==> config.mk <==
export PLATFORM = sky130hd
export DESIGN_NAME = sensor_record_cbor_decoder
export DESIGN_NICKNAME = d
export VERILOG_FILES = /design/src/hdl/srcd_pkg.sv /design/src/hdl/srcd_parser.sv /design/src/hdl/srcd_sequencer.sv /design/src/hdl/sensor_record_cbor_decoder.sv
export SDC_FILE = /design/constraint.sdc
export NUM_CORES = 2
export LEC_CHECK = 0
export ABC_AREA = 1
export BUFFER_PORTS_ARGS = -buffer_cell sky130_fd_sc_hd__buf_2
export CORE_ASPECT_RATIO = 1.2
export CORE_MARGIN = 2
export CORE_UTILIZATION = 60
export DETAILED_ROUTE_END_ITERATION = 16
export GPL_TIMING_DRIVEN = 0
export PLACE_DENSITY = 0.85
export SYNTH_ARGS = -nofsm -noshare
export SYNTH_HDL_FRONTEND = slang
export SYNTH_SLANG_ARGS = --single-unit
export TNS_END_PERCENT = 100
==> constraint.sdc <==
create_clock -name clock -period 31.4 [get_ports clock]
set_input_delay 6.28 -clock clock [delete_from_list [all_inputs] [get_ports clock]]
set_output_delay 6.28 -clock clock [all_outputs]
set_load 0.02 [all_outputs]
==> src/hdl/srcd_pkg.sv <==
// shared types, constants and helpers for the sensor record cbor decoder
`timescale 1ns / 1ps
`default_nettype none
package srcd_pkg;

   localparam int unsigned SOIL_SLOTS_DEFAULT = 8;
   localparam int unsigned NUM_FIELDS = 11;
   localparam logic [4:0] AI_MASK = 5'h1F;
   localparam logic [4:0] AI_ONE_BYTE = 5'd24;
   localparam logic [4:0] AI_TWO_BYTE = 5'd25;
   localparam logic [4:0] AI_FOUR_BYTE = 5'd26;
   localparam logic [3:0] KEY_VERSION = 4'd13;
   localparam logic [3:0] KEY_SOIL = 4'd12;
   localparam logic [3:0] KEY_SOIL_COUNT = 4'd11;

   localparam logic [2:0] MT_UINT = 3'd0;
   localparam logic [2:0] MT_NINT = 3'd1;
   localparam logic [2:0] MT_ARRAY = 3'd4;
   localparam logic [2:0] MT_MAP = 3'd5;

   localparam logic [1:0] ST_OK = 2'd0;
   localparam logic [1:0] ST_EARLY_END = 2'd1;
   localparam logic [1:0] ST_BAD_HEADER = 2'd2;

   typedef enum logic [2:0] {
      PH_MAP = 3'd0,
      PH_KEY = 3'd1,
      PH_VAL = 3'd2,
      PH_ELEM = 3'd3,
      PH_ARG = 3'd4,
      PH_DRAIN = 3'd5
   } phase_type;

   typedef struct packed {
      logic [7:0] data_byte;
      logic end_of_buffer;
   } req_type;

   typedef struct packed {
      logic [4:0] field_id;
      logic [31:0] field_value;
      logic [1:0] status;
      logic last_result;
   } rsp_type;

   // request from the parser to the result sequencer
   typedef struct packed {
      logic emit_record;
      logic emit_error;
      logic [1:0] err_status;
   } emit_type;

   // field truncation mask by field index
   function automatic logic [31:0] field_mask(input logic [3:0] idx);
      logic [31:0] m;
      m = 32'h0000_FFFF;
      if (idx == 4'd0) m = 32'hFFFF_FFFF;
      else if (idx >= 4'd8) m = 32'h0000_00FF;
      return m;
   endfunction

endpackage
`default_nettype wire

==> src/hdl/srcd_parser.sv <==
// byte parser: cbor header decode, argument assembly and record storage
`timescale 1ns / 1ps
`default_nettype none
module srcd_parser #(
   parameter int unsigned SOIL_SLOTS = srcd_pkg::SOIL_SLOTS_DEFAULT
) (
   input wire logic clock,
   input wire logic reset,
   input wire logic take,
   input wire srcd_pkg::req_type req,
   input wire logic snap_busy,
   output srcd_pkg::emit_type emit,
   output logic [srcd_pkg::NUM_FIELDS-1:0][31:0] rec_out,
   output logic [SOIL_SLOTS-1:0][15:0] soil_out,
   output logic [4:0] lnz_out,
   output logic [1:0] seen_out
);
   localparam int unsigned SW = $clog2(SOIL_SLOTS + 1);

   logic [srcd_pkg::NUM_FIELDS-1:0][31:0] rec_ff, rec_in;
   logic [SOIL_SLOTS-1:0][15:0] soil_ff, soil_in;
   logic [4:0] lnz_ff, lnz_in;
   logic [1:0] seen_ff, seen_in;
   logic [31:0] pairs_ff, pairs_in;
   logic [32:0] items_ff, items_in;
   logic [31:0] acc_ff, acc_in;
   logic [2:0] abl_ff, abl_in;
   srcd_pkg::phase_type phase_ff, phase_in;
   logic [3:0] cls_ff, cls_in;
   srcd_pkg::phase_type ctx_ff, ctx_in;
   logic neg_ff, neg_in;
   logic [2:0] hmaj_ff, hmaj_in;
   logic [SW-1:0] sidx_ff, sidx_in;
   srcd_pkg::emit_type emit_in;

   logic [2:0] major;
   logic [4:0] ai;
   logic [31:0] acc_shift;

   assign major = req.data_byte[7:5];
   assign ai = req.data_byte[4:0] & srcd_pkg::AI_MASK;
   assign acc_shift = {acc_ff[23:0], req.data_byte};

   // next state for one accepted byte
   always_comb begin
      logic allowed, fin;
      srcd_pkg::phase_type fctx;
      logic [31:0] arg, v;
      logic pdone;
      logic [31:0] pairs_dec;
      logic [32:0] items_dec;
      rec_in = rec_ff;
      soil_in = soil_ff;
      lnz_in = lnz_ff;
      seen_in = seen_ff;
      pairs_in = pairs_ff;
      items_in = items_ff;
      acc_in = acc_ff;
      abl_in = abl_ff;
      phase_in = phase_ff;
      cls_in = cls_ff;
      ctx_in = ctx_ff;
      neg_in = neg_ff;
      hmaj_in = hmaj_ff;
      sidx_in = sidx_ff;
      emit_in = '0;
      allowed = 1'b0;
      fin = 1'b0;
      fctx = phase_ff;
      arg = '0;
      pdone = 1'b0;
      v = '0;
      pairs_dec = pairs_ff - 32'd1;
      items_dec = items_ff - 33'd1;
      if (take) begin
         if (phase_ff == srcd_pkg::PH_ARG) begin
            acc_in = acc_shift;
            if (abl_ff > 3'd0) abl_in = abl_ff - 3'd1;
            if (abl_ff <= 3'd1) begin
               fin = 1'b1;
               fctx = ctx_ff;
               arg = acc_shift;
            end
         end else if (phase_ff != srcd_pkg::PH_DRAIN) begin
            // header byte: check major type against position
            if (phase_ff == srcd_pkg::PH_MAP) allowed = (major == srcd_pkg::MT_MAP);
            else if (phase_ff == srcd_pkg::PH_VAL && cls_ff == srcd_pkg::KEY_SOIL)
               allowed = (major == srcd_pkg::MT_ARRAY);
            else if (phase_ff == srcd_pkg::PH_VAL && cls_ff == 4'd0)
               allowed = (major <= srcd_pkg::MT_NINT) || (major == srcd_pkg::MT_ARRAY)
                  || (major == srcd_pkg::MT_MAP);
            else allowed = (major <= srcd_pkg::MT_NINT);
            if (!allowed || ai > srcd_pkg::AI_FOUR_BYTE) begin
               emit_in.emit_error = 1'b1;
               emit_in.err_status = srcd_pkg::ST_BAD_HEADER;
               phase_in = srcd_pkg::PH_DRAIN;
            end else begin
               neg_in = (major == srcd_pkg::MT_NINT);
               hmaj_in = major;
               if (ai < srcd_pkg::AI_ONE_BYTE) begin
                  fin = 1'b1;
                  arg = {27'd0, ai};
               end else begin
                  abl_in = (ai == srcd_pkg::AI_ONE_BYTE) ? 3'd1 :
                     ((ai == srcd_pkg::AI_TWO_BYTE) ? 3'd2 : 3'd4);
                  acc_in = '0;
                  ctx_in = phase_ff;
                  phase_in = srcd_pkg::PH_ARG;
               end
            end
         end
         // completed argument
         if (fin) begin
            v = neg_in ? ~arg : arg;
            case (fctx)
               srcd_pkg::PH_MAP: begin
                  pairs_in = arg;
                  if (arg == 32'd0) begin
                     emit_in.emit_record = 1'b1;
                     phase_in = srcd_pkg::PH_DRAIN;
                  end else phase_in = srcd_pkg::PH_KEY;
               end
               srcd_pkg::PH_KEY: begin
                  cls_in = (!neg_in && arg >= 32'd1 && arg <= 32'd13) ? arg[3:0] : 4'd0;
                  phase_in = srcd_pkg::PH_VAL;
               end
               srcd_pkg::PH_VAL: begin
                  if (cls_ff >= 4'd1 && cls_ff <= srcd_pkg::KEY_SOIL_COUNT) begin
                     rec_in[cls_ff - 4'd1] = v & srcd_pkg::field_mask(cls_ff - 4'd1);
                     if (cls_ff == srcd_pkg::KEY_SOIL_COUNT) seen_in[1] = 1'b1;
                     pdone = 1'b1;
                  end else if (cls_ff == srcd_pkg::KEY_VERSION) begin
                     pdone = 1'b1;
                  end else begin
                     if (cls_ff == srcd_pkg::KEY_SOIL) begin
                        soil_in = '0;
                        sidx_in = '0;
                        seen_in[0] = 1'b1;
                        items_in = {1'b0, arg};
                     end else if (hmaj_in == srcd_pkg::MT_ARRAY) items_in = {1'b0, arg};
                     else if (hmaj_in == srcd_pkg::MT_MAP) items_in = {arg, 1'b0};
                     else items_in = '0;
                     if (items_in == 33'd0) pdone = 1'b1;
                     else phase_in = srcd_pkg::PH_ELEM;
                  end
               end
               default: begin
                  if (cls_ff == srcd_pkg::KEY_SOIL && sidx_ff < SW'(SOIL_SLOTS)) begin
                     soil_in[sidx_ff[$clog2(SOIL_SLOTS > 1 ? SOIL_SLOTS : 2)-1:0]]
                        = v[15:0];
                     if (v[15:0] != 16'd0) lnz_in = 5'(sidx_ff) + 5'd1;
                  end
                  if (sidx_ff < SW'(SOIL_SLOTS)) sidx_in = sidx_ff + SW'(1);
                  items_in = items_dec;
                  if (items_dec == 33'd0) pdone = 1'b1;
                  else phase_in = srcd_pkg::PH_ELEM;
               end
            endcase
            if (pdone) begin
               pairs_in = pairs_dec;
               if (pairs_dec == 32'd0) begin
                  emit_in.emit_record = 1'b1;
                  phase_in = srcd_pkg::PH_DRAIN;
               end else phase_in = srcd_pkg::PH_KEY;
            end
         end
         // end flag: early end error and message clear
         if (req.end_of_buffer) begin
            if (phase_in != srcd_pkg::PH_DRAIN) begin
               emit_in = '0;
               emit_in.emit_error = 1'b1;
               emit_in.err_status = srcd_pkg::ST_EARLY_END;
            end
         end
      end
   end

   // parser state; the end flag clears after the snapshot is taken
   always_ff @(posedge clock) begin
      if (reset || (take && req.end_of_buffer)) begin
         rec_ff <= '0;
         soil_ff <= '0;
         lnz_ff <= '0;
         seen_ff <= '0;
         pairs_ff <= '0;
         items_ff <= '0;
         acc_ff <= '0;
         abl_ff <= '0;
         phase_ff <= srcd_pkg::PH_MAP;
         cls_ff <= '0;
         ctx_ff <= srcd_pkg::PH_MAP;
         neg_ff <= 1'b0;
         hmaj_ff <= '0;
         sidx_ff <= '0;
      end else begin
         rec_ff <= rec_in;
         soil_ff <= soil_in;
         lnz_ff <= lnz_in;
         seen_ff <= seen_in;
         pairs_ff <= pairs_in;
         items_ff <= items_in;
         acc_ff <= acc_in;
         abl_ff <= abl_in;
         phase_ff <= phase_in;
         cls_ff <= cls_in;
         ctx_ff <= ctx_in;
         neg_ff <= neg_in;
         hmaj_ff <= hmaj_in;
         sidx_ff <= sidx_in;
      end
   end

   // emit request and record snapshot are registered together
   logic [srcd_pkg::NUM_FIELDS-1:0][31:0] snap_rec_ff;
   logic [SOIL_SLOTS-1:0][15:0] snap_soil_ff;
   logic [4:0] snap_lnz_ff;
   logic [1:0] snap_seen_ff;
   srcd_pkg::emit_type emit_ff;

   always_ff @(posedge clock) begin
      if (reset) begin
         emit_ff <= '0;
      end else begin
         emit_ff <= emit_in;
      end
      if (emit_in.emit_record && !snap_busy) begin
         snap_rec_ff <= rec_in;
         snap_soil_ff <= soil_in;
         snap_lnz_ff <= lnz_in;
         snap_seen_ff <= seen_in;
      end
   end

   assign emit = emit_ff;
   assign rec_out = snap_rec_ff;
   assign soil_out = snap_soil_ff;
   assign lnz_out = snap_lnz_ff;
   assign seen_out = snap_seen_ff;
endmodule
`default_nettype wire

==> src/hdl/srcd_sequencer.sv <==
// result sequencer: walks the record snapshot out as field results
`timescale 1ns / 1ps
`default_nettype none
module srcd_sequencer #(
   parameter int unsigned SOIL_SLOTS = srcd_pkg::SOIL_SLOTS_DEFAULT
) (
   input wire logic clock,
   input wire logic reset,
   input wire srcd_pkg::emit_type emit,
   input wire logic [srcd_pkg::NUM_FIELDS-1:0][31:0] rec,
   input wire logic [SOIL_SLOTS-1:0][15:0] soil,
   input wire logic [4:0] lnz,
   input wire logic [1:0] seen,
   output logic busy,
   output logic rsp_valid,
   input wire logic rsp_ready,
   output srcd_pkg::rsp_type rsp_data
);
   localparam int unsigned TOTAL = srcd_pkg::NUM_FIELDS + SOIL_SLOTS;
   localparam int unsigned SIW = $clog2(SOIL_SLOTS > 1 ? SOIL_SLOTS : 2);

   logic run_ff, run_in;
   logic [4:0] idx_ff, idx_in;
   logic valid_ff, valid_in;
   srcd_pkg::rsp_type data_ff, data_in;
   logic advance;

   assign advance = !valid_ff || rsp_ready;

   // next result: an error is one transfer, a record is TOTAL transfers
   always_comb begin
      logic [31:0] val;
      run_in = run_ff;
      idx_in = idx_ff;
      valid_in = valid_ff && !rsp_ready;
      data_in = data_ff;
      val = '0;
      if (advance) begin
         if (emit.emit_error) begin
            valid_in = 1'b1;
            data_in = '{field_id: 5'd0, field_value: 32'd0,
               status: emit.err_status, last_result: 1'b1};
         end else if (emit.emit_record || run_ff) begin
            if (idx_ff < 5'(srcd_pkg::NUM_FIELDS)) begin
               val = rec[idx_ff[3:0]];
               if (idx_ff == 5'(srcd_pkg::NUM_FIELDS - 1) && seen[0] && !seen[1])
                  val = {27'd0, lnz};
            end else begin
               val = {16'd0, soil[SIW'(idx_ff - 5'(srcd_pkg::NUM_FIELDS))]};
            end
            valid_in = 1'b1;
            data_in = '{field_id: idx_ff, field_value: val, status: srcd_pkg::ST_OK,
               last_result: (idx_ff == 5'(TOTAL - 1))};
            if (idx_ff == 5'(TOTAL - 1)) begin
               run_in = 1'b0;
               idx_in = '0;
            end else begin
               run_in = 1'b1;
               idx_in = idx_ff + 5'd1;
            end
         end
      end
   end

   always_ff @(posedge clock) begin
      if (reset) begin
         run_ff <= 1'b0;
         idx_ff <= '0;
         valid_ff <= 1'b0;
      end else begin
         run_ff <= run_in;
         idx_ff <= idx_in;
         valid_ff <= valid_in;
      end
      data_ff <= data_in;
   end

   // input is held during a run, a pending emit or a stalled result
   assign busy = run_ff || emit.emit_record || emit.emit_error || (valid_ff && !rsp_ready);
   assign rsp_valid = valid_ff;
   assign rsp_data = data_ff;
endmodule
`default_nettype wire

==> src/hdl/sensor_record_cbor_decoder.sv <==
// Sensor record CBOR decoder, top level.
// req channel: one CBOR byte per transfer with an end_of_buffer flag on the
// last byte of each message. rsp channel: field results (field_id, value,
// status, last_result). A message yields either 11+SOIL_SLOTS field results
// once its map completes, or one error result (bad header or early end).
// Throughput: one byte per cycle while parsing, when req_ready is not held
// low; the parser is a single registered stage, so a byte is decoded in the
// cycle it is taken. A result transfer is offered from the result register,
// which loads from the emit register set by the byte that completes the map
// or raises the error. A pending emit, a result run of 11+SOIL_SLOTS
// transfers and a stalled result hold req_ready low; a record holds it for
// the emit register, then for one result per cycle from the snapshot while
// the receiver is ready. An error holds input while its emit is pending.
// When the receiver stalls, the result register holds and input waits.
// Reset clears parser, record and emit state and the result valid flag, but
// not the snapshot; the end flag clears parser state once its byte is taken.
`timescale 1ns / 1ps
`default_nettype none
module sensor_record_cbor_decoder #(
   parameter int unsigned SOIL_SLOTS = srcd_pkg::SOIL_SLOTS_DEFAULT
) (
   input wire logic clock,
   input wire logic reset,
   input wire logic req_valid,
   output logic req_ready,
   input wire srcd_pkg::req_type req_data,
   output logic rsp_valid,
   input wire logic rsp_ready,
   output srcd_pkg::rsp_type rsp_data
);
   logic take, busy;
   srcd_pkg::emit_type emit;
   logic [srcd_pkg::NUM_FIELDS-1:0][31:0] rec;
   logic [SOIL_SLOTS-1:0][15:0] soil;
   logic [4:0] lnz;
   logic [1:0] seen;

   assign req_ready = !busy;
   assign take = req_valid && req_ready;

   srcd_parser #(.SOIL_SLOTS(SOIL_SLOTS)) u_parser (
      .clock(clock), .reset(reset), .take(take), .req(req_data), .snap_busy(1'b0),
      .emit(emit), .rec_out(rec), .soil_out(soil), .lnz_out(lnz), .seen_out(seen)
   );

   srcd_sequencer #(.SOIL_SLOTS(SOIL_SLOTS)) u_seq (
      .clock(clock), .reset(reset), .emit(emit), .rec(rec), .soil(soil), .lnz(lnz),
      .seen(seen), .busy(busy), .rsp_valid(rsp_valid), .rsp_ready(rsp_ready),
      .rsp_data(rsp_data)
   );
endmodule
`default_nettype wire

### Yosys cells after proc, flatten, opt, wreduce, memory -nomap -nowiden

Cells that the tools add are included.
W data, S select, Z words.

* output and inout port bits: 42
* input port bits: 13
* register bits after elaboration: 1135
* word-level logic and storage cells: 313

* order comparisons: 18
* bitwise operators: 8
* reduce and logical (&&, ||, !) cells: 52
* add/sub/neg operators: 8
* eq/ne operators: 24
* mux-type cells: 141

Operators with widths (count)
* $mux W352: 4
* $mux W128: 6
* $mux W32: 17
* $bwmux W352: 1
* $mux W33: 10
* $pmux W128 S2: 1
* $bmux W32 S4: 1
* $bwmux W128: 1
* $demux W32 S4: 1
* $mux W24: 4
* $mux W3: 31
* $logic_not A33 Y1: 2
* $pmux W33 S2: 1
* $logic_not A32 Y1: 2
* $bmux W16 S3: 1
* $demux W16 S3: 1
* $mux W16: 3
* $mux W40: 1
* $mux W1: 36
* $mux W5: 7
* $sub A33 B1 Y33 const B: 1
* $and A32 B32 Y32: 1
* $ge A32 B1 Y1 const B: 1
* $le A32 B4 Y1 const B: 1
* 49 further kinds: 116

### Longest topological paths before layout

* depth in word-level cells: 38
* mapped depth: 29
* depth with buffers taken out: 27

### Modules after synthesis

Synthesis repeated with hierarchy kept, for this count alone.

* cell total of the unflattened synthesis: 5576
* area total of the unflattened synthesis: 47883.4 um^2

By module, submodules not included
* srcd_parser: instances 1, cells an instance 4531, sequential area each 26655.6 um^2, area each 41956.5 um^2
* srcd_sequencer: instances 1, cells an instance 1041, sequential area each 1341.3 um^2, area each 5909.4 um^2
* sensor_record_cbor_decoder: instances 1, cells an instance 4, sequential area each 0.0 um^2, area each 17.5 um^2

### Worst setup path before layout

Ideal clock, no wire load.

* kind: input to register
* start point: in req_data[7] (netlist name)
* end point: reg u_parser.snap_lnz_ff[0], in the netlist u_parser.lnz_out[0] (enable)
* data arrival time: 17.681 ns
* setup slack: 12.885 ns
* required time: 30.566 ns
* path buffers: 1
* library setup time: 0.834 ns
* cell stages on the path: 22
* cells stage by stage: clkinv_1 -> nand2_1 -> o21ai_1 -> nand3_2 -> nor2_2 -> nand2_2 -> nand3_2 -> o21bai_4 -> buf_2 -> nand2_1 -> nand2_1 -> nor2_1 -> nand2_1 -> nor2_1 -> nand2_1 -> o21ai_2 -> nand2_4 -> nand2_4 -> nand2_1 -> nand2_1 -> nand2_1 -> inv_1

RTL lines
* from (decl): line sensor_record_cbor_decoder.sv:26 `input wire srcd_pkg::req_type req_data,`
* to (signal assigned): line srcd_parser.sv:229 `snap_lnz_ff <= lnz_in;`
* to (decl): line srcd_parser.sv:216 `logic [4:0] snap_lnz_ff;`

### Final worst setup path

* start point: in rsp_ready
* end point: out req_ready

* word-level cells in the longest chain between the ends: 4

Ends and longest elaborated chain
* from (decl): line sensor_record_cbor_decoder.sv:28 `input wire logic rsp_ready,`
* $logic_not A1 Y1: line srcd_sequencer.sv:79 `assign busy = run_ff || emit.emit_record || emit.emit_error || (valid_ff && !rsp_ready);`
* $logic_and A1 B1 Y1: line srcd_sequencer.sv:79
* $logic_or A1 B1 Y1: line srcd_sequencer.sv:79
* $logic_not A1 Y1: line sensor_record_cbor_decoder.sv:38 `assign req_ready = !busy;`
* to (decl): line sensor_record_cbor_decoder.sv:25 `output logic req_ready,`

Every way passes these cells.

==> flow_metrics.py <==
metrics = {
    "cts": {
        "htreeDepth": 3,
        "clk_pin_slew_worst_paths_ps": 60,
        "cts_tree": "done",
        "clock-sinks": 1135,
        "cts_root_buf": "clkbuf_16",
        "cts-hold-fix-buffers": 0,
        "cts_setup_buffers": 0,
        "numCtsBuffers": 107,
        "cts_buffer_depth": 3,
        "clk_latency_ps": 720,
        "cts_resized": 0,
    },
    "synth": {
        "synth.distinct_cells": 55,
        "async_reset_ff_share_pct": 0,
        "syn-instance-count": 5489,
        "syn_area_per_cell_sq_um": 8.88,
        "synth_edf_count": 527,
        "synth-seq-cells": 1135,
        "yosys-top-cells-count": "1281 x nand2_1, 608 x dfxtp_1, 566 x nor2_1",
        "yosys_warnings": 0,
        "synth_ff_type": "dfxtp_1",
        "synth.net_count": 5518,
        "synth_top_area_share_pct": 32.5,
        "synthTopCellsByArea": "edfxtp_1 32%, dfxtp_1 25%, nand2_1 9.9%",
        "synth.most_common_cell": "nand2_1",
        "synth_top_area_cell": "edfxtp_1",
        "ys_seq_area_share_pct": 57.5,
        "syn_area_sq_um": 48700,
    },
    "timing": {
        "max_freq_mhz": 71.8,
        "tightest_slew_ps": 1540,
        "fin_setup_tns_ps": 0,
        "clock_skew_ps": 36.6,
        "report.final.slew_viol_count": 11,
        "whs_ps": 446,
        "finalCritPeriodShare_pct": 44.3,
        "period_needed_ps": 13930,
        "finalSetupViolCount": 0,
        "rsz0062_at_grt": "no",
        "hold_violations": 0,
        "slew_headroom_pct": -2.64,
    },
    "placement": {
        "dp.cells": 6591,
        "dpl.hpwl_mm": 110,
        "place_congestion": 1.02,
        "port_buffers": 53,
        "post_dp_cell_area_sq_um": 50400,
    },
    "floorplanning": {
        "rows": 114,
        "die_area_sq_um": 83500,
        "core_sq_um": 80400,
        "die_x_um": 264,
        "dieHeight_um": 316,
        "start_util_pct": 60.6,
        "ios": 55,
    },
    "pwr": {
        "power_density_nw_per_um2": 89.3,
        "total_power_uw": 4830,
        "vdd.ir_drop.worst_mv": 0.0731,
        "leakagePower_uw": 0.0228,
    },
    "finish": {
        "final_net_count": 5686,
        "drive_gt1_share_pct": 7.72,
        "num-fill-cells": 6141,
        "seqCellArea_sq_um": 28000,
        "final_cells": 6796,
        "design_area_sq_um": 54100,
        "area_growth_pct": 11.0,
        "multi_input_area_sq_um": 17300,
    },
    "detailed_routing": {
        "drt_iter0_markers": 6205,
        "routedWlPerCell_um": 23.4,
        "drt.antenna.violating_nets": 0,
        "via_per_inst": 6.16,
        "drcViolationCount": 0,
        "vias": 41900,
        "wl_mm": 159,
        "drtPass1Iterations": 10,
    },
    "worst_setup_path": {
        "r2r_start": "u_parser.cls_ff[0]$_SDFFE_PP0P_",
        "r2r_slack_ps": 25890,
        "path_max_fanout": 3,
        "crit_arrival_ps": 7650,
        "ff2ff_path_depth": 27,
        "path_class": "input port to output port",
        "worstReg2RegEnd": "u_parser.rec_out[263]$_DFFE_PP_",
        "endpoint_kind": "output port",
        "cp-start-kind": "input port",
        "critPathRequiredTime_ps": 25120,
    },
    "global_routing": {
        "grt_pass1_vias": 39600,
        "grt_max_degree": 135,
        "grt-ovfl-total": 0,
        "grt_antenna_before_repair": 5,
        "grtUsageTotal_pct": 37.3,
        "grt_pass1_wl_mm": 234,
    },
    "run": {
        "max-cap-violations": 1,
    },
    "hold_path": {
        "hold-path-cell-count": 2,
        "hold_end": "u_parser.rec_ff[316]$_SDFF_PP0_",
        "hp-start": "u_parser.rec_ff[316]$_SDFF_PP0_",
        "hp-class": "flip-flop to flip-flop",
    },
    "status": {
        "violations": "capacitance limit, slew limit",
        "status": "complete, but fails checks",
    },
}
worst max path at each step:
stage,startpoint,endpoint,cells past startpoint
2_1_floorplan,req_data[7],u_parser.lnz_out[0]$_DFFE_PP_,22
3_3_place_gp,rsp_ready,u_parser.rec_out[215]$_DFFE_PP_,8
3_5_place_dp,rsp_ready,req_ready,4
4_1_cts,rsp_ready,req_ready,4
5_1_grt,rsp_ready,req_ready,4
6_report,rsp_ready,req_ready,4
metal layers:
metal | global-route usage (%) | vias to the layer above | share of wire [%]
li1 | - | 18800 | -
met1 | 45.4 | 19600 | 35
met2 | 59.3 | 2871 | 45
met3 | 7.92 | 642 | 12
met4 | 26.6 | 2 | 7.8
met5 | 0 | - | 0.0094
layout make-up:
type / count / area share, %
Inverter: 548 / 3.82
Tap cell: 1044 / 2.42
Buffer: 335 / 2.55
Multi-Input combinational cell: 3471 / 32.0
Clock buffer: 153 / 5.59
Antenna cell: 2 / 0.00926
Sequential cell: 1135 / 51.8
Clock inverter: 49 / 1.08
Timing Repair Buffer: 59 / 0.741
critical path, cell delays in order:
cell    delay (ps)
buf_2           80
nor2_1         150
nor4_2         820
buf_2          310
state kept, by name (all words and copies together) (netlist names):
register,count
u_parser.phase_ff,3
u_parser.neg_ff,1
u_parser.rec_ff,352
u_parser.seen_ff,2
u_parser.seen_out,2
u_parser.sidx_ff,4
u_parser.items_ff,33
u_parser.cls_ff,4
u_seq.idx_ff,5
u_parser.acc_ff,24
u_parser.lnz_ff,5
u_parser.hmaj_ff,3
u_parser.ctx_ff,3
u_parser.abl_ff,3
u_parser.rec_out,352
u_parser.lnz_out,5
u_seq.rsp_data,40
u_seq.rsp_valid,1
u_parser.pairs_ff,32
u_parser.soil_out,128
u_parser.soil_ff,128
u_seq.run_ff,1
u_parser.emit,4
placed cells by master (no fill, tap or decap), types with 15 or more instances in the layout:
cell type,n
clkinv_2,15
clkbuf_16,109
o2111ai_1,135
mux2i_1,29
a22oi_1,30
o21ai_0,302
o21ai_1,36
edfxtp_1,527
clkinv_1,20
inv_2,21
nand3_1,83
and2_1,21
buf_1,18
nor3_1,29
a21oi_1,431
ha_1,16
clkbuf_1,302
nand4_1,26
or2_2,117
inv_1,517
nand2_1,1281
dfxtp_1,608
a221oi_1,19
a211oi_1,126
nor2_1,566
buf_2,85
o221ai_1,48
xor2_1,63
metrics by stage:
stage / utilization, % / setup slack (ps)
final: 67.2 / 17470
after global routing: 67.2 / 17560
after CTS: 67.2 / 17600
after detailed placement: 62.7 / 17610
after global placement: 62.5 / 7560
after floorplan: - / 12880
kinds of logic (layout without fill, tap and decap cells):
kind of cell,count (synthesis),after routing,share of synthesized area [%]
AO/OA/AOI/OAI,1180,1180,14.8
XOR/XNOR,73,73,1.31
adder cells (fa/ha/maj),16,16,0.411
buffers and inverters,883,1144,7.05
flip-flops,1135,1135,57.5
multiplexers,29,29,0.596
other,0,2,0
AND/OR/NAND/NOR,2173,2173,18.3
report_power, final:
| part | leakage, uW | switching [uW] | total (uW) | internal [uW] |
|---|---|---|---|---|
| Clock | 0.00176 | 584 | 1340 | 757 |
| Combinational | 0.0108 | 1310 | 1710 | 406 |
| Sequential | 0.0103 | 59.4 | 1780 | 1720 |
| Total | 0.0228 | 1950 | 4830 | 2880 |
Power figures use the tool's default switching activity.
